<file path="src/rtl/core/scfla_pkg.sv">
// Shared types, codes and default sizes of the size-class free-list allocator.
package scfla_pkg;

    localparam int NUM_CLASSES_DEF = 128;
    localparam int HANDLE_BITS_DEF = 12;

    localparam int SIZE_W   = 20;
    localparam int HANDLE_W = 12;
    localparam int STATUS_W = 3;
    localparam int ROUND_W  = 10;

    localparam logic OP_ALLOC = 1'b0;
    localparam logic OP_FREE  = 1'b1;

    typedef enum logic [STATUS_W-1:0] {
        ST_POPPED       = 3'd0,
        ST_EMPTY        = 3'd1,
        ST_LARGE_ALLOC  = 3'd2,
        ST_ZERO         = 3'd3,
        ST_PUSHED       = 3'd4,
        ST_FREE_IGNORED = 3'd5,
        ST_LARGE_FREE   = 3'd6
    } t_status;

    typedef enum logic [1:0] {
        S_CLEAR,
        S_IDLE,
        S_HEAD,
        S_LINK
    } t_state;

    // controller -> datapath
    typedef struct packed {
        logic clr;      // clear one head entry
        logic load;     // take request, read head
        logic link_rd;  // read link of popped head
        logic finish;   // write back, load result register
    } t_cmd;

    // datapath -> controller
    typedef struct packed {
        logic clear_last;
        logic need_link;
        logic out_free;
    } t_stat;

endpackage

</file>
<file path="src/rtl/core/scfla_ctrl.sv">
// Sequencer of the allocator: clearing pass, head read, link read, write-back.
module scfla_ctrl
    import scfla_pkg::*;
(
    input  logic  i_clk,
    input  logic  i_rst_n,
    input  logic  i_valid,
    output logic  o_ready,
    input  t_stat i_stat,
    output t_cmd  o_cmd
);

    t_state r_state;
    t_state n_state;

    always_ff @(posedge i_clk) begin
        if (!i_rst_n) begin
            r_state <= S_CLEAR;
        end else begin
            r_state <= n_state;
        end
    end

    always_comb begin
        n_state = r_state;
        case (r_state)
            S_CLEAR: begin
                if (i_stat.clear_last) n_state = S_IDLE;
            end
            S_IDLE: begin
                if (i_valid) n_state = S_HEAD;
            end
            S_HEAD: begin
                if (i_stat.need_link) begin
                    n_state = S_LINK;
                end else if (i_stat.out_free) begin
                    n_state = S_IDLE;
                end
            end
            S_LINK: begin
                if (i_stat.out_free) n_state = S_IDLE;
            end
            default: n_state = S_CLEAR;
        endcase
    end

    always_comb begin
        o_cmd   = '0;
        o_ready = 1'b0;
        case (r_state)
            S_CLEAR: o_cmd.clr = 1'b1;
            S_IDLE: begin
                o_ready    = 1'b1;
                o_cmd.load = i_valid;
            end
            S_HEAD: begin
                o_cmd.link_rd = i_stat.need_link;
                o_cmd.finish  = !i_stat.need_link && i_stat.out_free;
            end
            S_LINK: o_cmd.finish = i_stat.out_free;
            default: o_cmd = '0;
        endcase
    end

endmodule

</file>
<file path="config.mk">
export PLATFORM = sky130hd
export DESIGN_NAME = scfla_ctrl
export DESIGN_NICKNAME = d
export VERILOG_FILES = /design/src/rtl/core/scfla_pkg.sv /design/src/rtl/core/scfla_ctrl.sv
export SDC_FILE = /design/constraint.sdc
export NUM_CORES = 1
export LEC_CHECK = 0
export BUFFER_PORTS_ARGS = -buffer_cell sky130_fd_sc_hd__buf_2
export CAP_MARGIN = 40
export CORE_AREA = 2 2 39 41
export CTS_BUF_LIST = sky130_fd_sc_hd__clkbuf_8
export DETAILED_ROUTE_END_ITERATION = 12
export DIE_AREA = 0 0 41 43
export PLACE_DENSITY = 0.4
export SLEW_MARGIN = 40
export SYNTH_ARGS = -nofsm -noshare
export SYNTH_HDL_FRONTEND = slang
export SYNTH_SLANG_ARGS = --single-unit
</file>
<file path="constraint.sdc">
create_clock -name i_clk -period 1.4 [get_ports i_clk]
set_input_delay 0.21 -clock i_clk [delete_from_list [all_inputs] [get_ports i_clk]]
set_output_delay 0.21 -clock i_clk [all_outputs]
set_load 0.02 [all_outputs]
</file>
==> impl_metrics.py, run 1 <==
metrics = {
    "outcome": {
        "status": "finished clean",
    },
    "critical_path": {
        "worst-r2r-setup-slack_ns": 0.23,
        "crit_end": "o_cmd[2]",
        "cp.arrival_ns": 1.09,
        "path_delay_family": "simple AND/OR/NAND/NOR gates",
        "crit_required_ns": 1.19,
        "worst_path_largest_cell_delay_ns": 0.36,
        "cp-startpoint": "r_state[1]",
        "rr_worst_depth": 3,
        "path_cells": "and2b_2, and2_1, buf_2",
        "startpoint_type": "flop",
        "critPathMaxFanout": 6,
        "reg2reg_from": "r_state[1]",
        "crit_cells": 3,
        "critPathBufInv": 1,
        "path_class": "flop to output pin",
        "r2r-end": "r_state[0]",
        "cp_slowest_cell": "dfxtp_2",
        "crit_path_end_kind": "output pin",
    },
    "place": {
        "pre_cts_slack_ns": 0.177,
        "dp_cells": 41,
        "portBuffers": 10,
        "hpwl_microns": 290,
        "gp_congestion": 0.658,
    },
    "clocking": {
        "clk_latency_ns": 0.21,
        "numCtsBuffers": 3,
        "clk_path_buf_depth": 2,
        "ctsHoldBuffers": 0,
        "clk_pin_slew_ns": 0.03,
        "cts_max_level": 1,
        "root_buffer": "clkbuf_8",
        "cts_tree": "built",
        "cts.sinks": 2,
    },
    "cells_and_area": {
        "reg_top3": "r_state (2)",
        "utilization": 0.168,
        "regMostFlops": "r_state",
        "largest_reg_flops": 2,
        "nNetsFinal": 36,
        "areaGrowthSynthToFinish_pct": 95.8,
        "multiInputGateArea_sq_um": 75.1,
        "diodes": 0,
        "seq_area_sq_um": 42.5,
        "drive_gt1_frac": 0.643,
        "stdcell_count": 44,
        "fill_cells": 151,
    },
    "floorplanning": {
        "rows": 14,
        "die-area_sq_um": 1760,
        "initial_utilization": 0.0859,
        "ioPinCount": 11,
        "design.core.area_sq_um": 1380,
        "fp.dieW_microns": 41,
        "die_h_microns": 43,
    },
    "global_route": {
        "grt_max_degree": 8,
        "grt_pass1_wl_microns": 558,
        "antenna_found_initial": 0,
        "gr-usage-all-layers": 0.0561,
        "grt-ovfl-total": 0,
        "grt_pass1_vias": 138,
    },
    "detailed_routing": {
        "drcViolationCount": 0,
        "drt_wl_total_microns": 350,
        "viasPerCell": 3.43,
        "drt-pass1-iter-count": 3,
        "vias": 151,
        "wl_per_cell_microns": 7.95,
        "drtIter0Drc": 3,
        "antenna_left": 0,
    },
    "logic_synthesis": {
        "synthesis.instances": 15,
        "yosysSeqAreaShare": 0.337,
        "syn-mean-instance-area_sq_um": 7.92,
        "yosys_warnings": 0,
        "synth_nets": 21,
        "synth.distinct_cells": 11,
        "ys_seq_elements": 2,
        "syn_area_sq_um": 119,
    },
    "timing": {
        "worst_slack_ns": 0.0990,
        "fmax_ghz": 0.769,
        "skew_ns": 0.00197,
        "rsz0062_at_grt": "false",
        "setup_viol": 0,
        "period_share": 0.929,
        "tns_ns": 0,
        "finalMaxSlewViolations": 0,
        "period_needed_ns": 1.30,
        "worst_slew_pin_slew_ns": 0.149,
        "max_slew_margin": 0.900,
        "hold_viol": 0,
    },
    "pwr": {
        "p_leak_nw": 0.120,
        "peakVddDrop_mv": 0.300,
        "powerDensity_nw_per_um2": 1520,
    },
    "min_path": {
        "hold_class": "input port to flop",
    },
    "run": {
        "maxCapViolations": 0,
    },
}
[area by class of cell]
type	count	share of cell area
clock buffer	3	0.177
inverter	1	0.0161
multi-input combinational	12	0.323
sequential	2	0.183
tap	16	0.0860
timing repair buffer	10	0.215
[timing repair]
item | CTS | global route
gates resized for setup | 0 | 2
endpoints found under the setup margin | 0 | 2
buffers inserted | 0 | 0
[synth_stat cells, drive strengths merged]
cell type,n,area [sq um]
o211a,1,10.0
nor3b,1,7.51
and3,1,7.51
dfxtp,2,40.0
nand2b,1,6.26
inv,1,3.75
and2,1,6.26
nor2,3,11.3
or4,1,7.51
and2b,1,8.76
a21oi,2,10.0
[layout by cell type, fill, tap and decap left out, drive strengths merged]
cell / netlist / routed
a21oi: 2 / 2
and2: 1 / 1
and2b: 1 / 1
and3: 1 / 1
buf: 0 / 10
clkbuf: 0 / 3
dfxtp: 2 / 2
inv: 1 / 1
nand2b: 1 / 1
nor2: 3 / 3
nor3b: 1 / 1
o211a: 1 / 1
or4: 1 / 1
[report_power, final]
group	switching, mW	total [mW]	internal [mW]
combinational	0.0306	0.0561	0.0255
clock	0.0429	0.224	0.182
sequential	0.00789	0.0720	0.0642
total	0.0814	0.353	0.271
[worst reg2reg max path, cell delays in order, from the launching register on]
cell,delay (ns)
dfxtp_2,0.36
inv_2,0.04
or4_1,0.52
o211a_1,0.14
[cell families (layout without fill, tap and decap cells)]
group | count (synthesis) | in the layout | share of synthesized area
flops | 2 | 2 | 0.337
compound gates | 3 | 3 | 0.168
simple gates | 9 | 9 | 0.463
buf+inv | 1 | 14 | 0.0315
[worst min-delay path by stage]
| stage | startpoint | endpoint | slack, ns | cells past startpoint |
|---|---|---|---|---|
| after global routing | i_rst_n | r_state[0] | 0.25 | 2 |
| after CTS | i_rst_n | r_state[0] | 0.24 | 2 |
| final | i_rst_n | r_state[0] | 0.24 | 2 |
| after detailed placement | i_rst_n | r_state[0] | 0.46 | 2 |
| after global placement | i_rst_n | r_state[0] | 0.46 | 2 |
| after floorplan | i_rst_n | r_state[0] | 0.34 | 1 |
[stage by stage]
step	hold WS (ns)	power, mW	cell area [sq um]
after detailed placement	0.459	0.128	189
after global routing	0.247	0.377	233
after global placement	0.459	0.128	189
after CTS	0.244	0.359	230
after floorplan	0.343	0.105	119
final	0.241	0.353	233
[routing by layer]
metal / vias up / share of wire / GRT usage / routed length (microns)
met3: 0 / 0.22 / 0.0524 / 77
met4: 0 / 0 / 0.0800 / 0
met5: - / 0 / 0 / 0
met1: 58 / 0.47 / 0.0605 / 165
li1: 80 / - / - / -
met2: 13 / 0.31 / 0.0469 / 107
Note: power is estimated with default switching activity, not from simulation.
==> run 2: changes to the inputs <==
--- a/config.mk
+++ b/config.mk
@@ -7,11 +7,13 @@
 export LEC_CHECK = 0
 export BUFFER_PORTS_ARGS = -buffer_cell sky130_fd_sc_hd__buf_2
 export CAP_MARGIN = 40
+export CELL_PAD_IN_SITES_DETAIL_PLACEMENT = 1
+export CELL_PAD_IN_SITES_GLOBAL_PLACEMENT = 1
 export CORE_AREA = 2 2 39 41
 export CTS_BUF_LIST = sky130_fd_sc_hd__clkbuf_8
 export DETAILED_ROUTE_END_ITERATION = 12
 export DIE_AREA = 0 0 41 43
-export PLACE_DENSITY = 0.4
+export PLACE_DENSITY = 0.49
 export SLEW_MARGIN = 40
 export SYNTH_ARGS = -nofsm -noshare
 export SYNTH_HDL_FRONTEND = slang
==> run 2 against run 1 <==
Non-clock buffer count did not move. Combinational power about the same. Largest power group unchanged. Setup slack got worse by 0.0060 ns. Register-to-register slack hardly changed. Largest cell class unchanged. Final area unchanged.
==> impl_metrics.py, run 2 (synthesis results as in run 1) <==
metrics = {
    "critical_path": {
        "cp.arrival_ns": 1.10,
        "rr_worst_depth": 3,
        "startpoint_type": "flop",
        "critPathBufInv": 1,
        "crit_cells": 3,
        "path_class": "flop to output pin",
        "crit_path_end_kind": "output pin",
        "cp_slowest_cell": "dfxtp_2",
        "worst_path_largest_cell_delay_ns": 0.36,
        "path_delay_family": "simple AND/OR/NAND/NOR gates",
        "critPathMaxFanout": 6,
        "crit_required_ns": 1.19,
        "path_cells": "and2b_2, and2_1, buf_2",
    },
    "clocking": {
        "cts-resized-gates": 0,
        "root_buffer": "clkbuf_8",
        "post_cts_buffers": 0,
        "clk_path_buf_depth": 2,
        "ctsHoldBuffers": 0,
        "clk_pin_slew_ns": 0.03,
        "numCtsBuffers": 3,
        "cts_tree": "built",
        "clk_latency_ns": 0.21,
        "cts_max_level": 1,
        "cts.sinks": 2,
    },
    "min_path": {
        "hold_class": "input port to flop",
        "hold_depth": 2,
    },
    "cells_and_area": {
        "reg_top3": "r_state (2)",
        "nNetsFinal": 36,
        "mostFrequentLayoutCells": "buf_2 (10), nor2_1 (3), clkbuf_8 (3), a21oi_1 (2), dfxtp_2 (2)",
        "final_common_cell": "buf_2",
        "regMostFlops": "r_state",
        "areaGrowthSynthToFinish_pct": 95.8,
        "drive_gt1_frac": 0.643,
        "largest_reg_flops": 2,
        "diodes": 0,
    },
    "detailed_routing": {
        "drt_wl_total_microns": 413,
        "antenna_left": 0,
        "vias": 159,
        "drtIter0Drc": 1,
        "drt-pass1-iter-count": 2,
        "wl_per_cell_microns": 9.39,
        "drcViolationCount": 0,
        "viasPerCell": 3.61,
    },
    "global_route": {
        "grt_max_degree": 8,
        "gr-usage-all-layers": 0.0581,
        "grt-ovfl-total": 0,
        "antenna_found_initial": 0,
        "grt_pass1_vias": 140,
        "grt_pass1_wl_microns": 586,
    },
    "place": {
        "portBuffers": 10,
        "pre_cts_slack_ns": 0.189,
        "gp_congestion": 0.642,
        "hpwl_microns": 294,
    },
    "timing": {
        "setup_viol": 0,
        "tns_ns": 0,
        "finalMaxSlewViolations": 0,
        "fmax_ghz": 0.765,
        "hold_viol": 0,
        "period_share": 0.934,
        "worst_slack_ns": 0.0930,
        "skew_ns": 0.00263,
        "period_needed_ns": 1.31,
        "max_slew_margin": 0.904,
        "worst_slew_pin_slew_ns": 0.143,
        "rsz0062_at_grt": "false",
    },
    "pwr": {
        "power_frac_clock": 0.643,
        "powerDensity_nw_per_um2": 1550,
        "switching_share": 0.245,
        "combPwrFrac": 0.157,
        "internal-power_mw": 0.272,
        "switching_power_mw": 0.0882,
        "peakVddDrop_mv": 0.289,
        "pwr-share-seq": 0.201,
        "p_leak_nw": 0.120,
    },
    "floorplanning": {
        "die-area_sq_um": 1760,
        "fp.dieW_microns": 41,
        "rows": 14,
        "ioPinCount": 11,
        "initial_utilization": 0.0859,
        "design.core.area_sq_um": 1380,
        "die_h_microns": 43,
    },
    "outcome": {
        "status": "finished clean",
    },
    "run": {
        "maxCapViolations": 0,
    },
}
## run 2: cell counts in the layout (fill, tap and decap cells not counted)
Identical to the previous run, type by type.
## run 2: path summary, 6_finish.rpt
kind | start | end | slack, ns
setup reg to reg | r_state[1] | r_state[0] | 0.24
hold reg to reg | r_state[1] | r_state[1] | 0.55
hold / removal | i_rst_n | r_state[0] | 0.24
setup / recovery | r_state[1] | o_cmd[2] | 0.09
## run 2: routing by layer
metal / global-route usage / share of wire / vias up
li1: - / - / 78
met5: 0 / 0 / -
met2: 0.0406 / 0.33 / 11
met3: 0.0524 / 0.16 / 2
met4: 0.0800 / 0.015 / 0
met1: 0.0732 / 0.49 / 68
## run 2: final cells by class
type	count	area, sq um
clock buffer	3	41.3
tap	16	20.0
inverter	1	3.75
multi-input combinational	12	75.1
sequential	2	42.5
fill	164	1150
timing repair buffer	10	50.0
## run 2: metrics by stage
step	util	cells	hold WS [ns]	total power [mW]	area, sq um
6_report	0.168	44	0.245	0.360	233
4_1_cts	0.166	44	0.239	0.367	230
5_1_grt	0.168	44	0.248	0.377	233
3_3_place_gp	0.137	41	0.457	0.129	189
2_1_floorplan	-	15	0.343	0.105	119
3_5_place_dp	0.137	41	0.453	0.129	189
## run 2: power by group through the flow
| stage | logic [mW] | clock network, mW | registers (mW) |
|---|---|---|---|
| final | 0.0564 | 0.231 | 0.0722 |
| after global placement | 0.0566 | 0 | 0.0727 |
| after CTS | 0.0572 | 0.238 | 0.0714 |
| after global routing | 0.0627 | 0.240 | 0.0740 |
| after floorplan | 0.0356 | 0 | 0.0696 |
| after detailed placement | 0.0567 | 0 | 0.0718 |
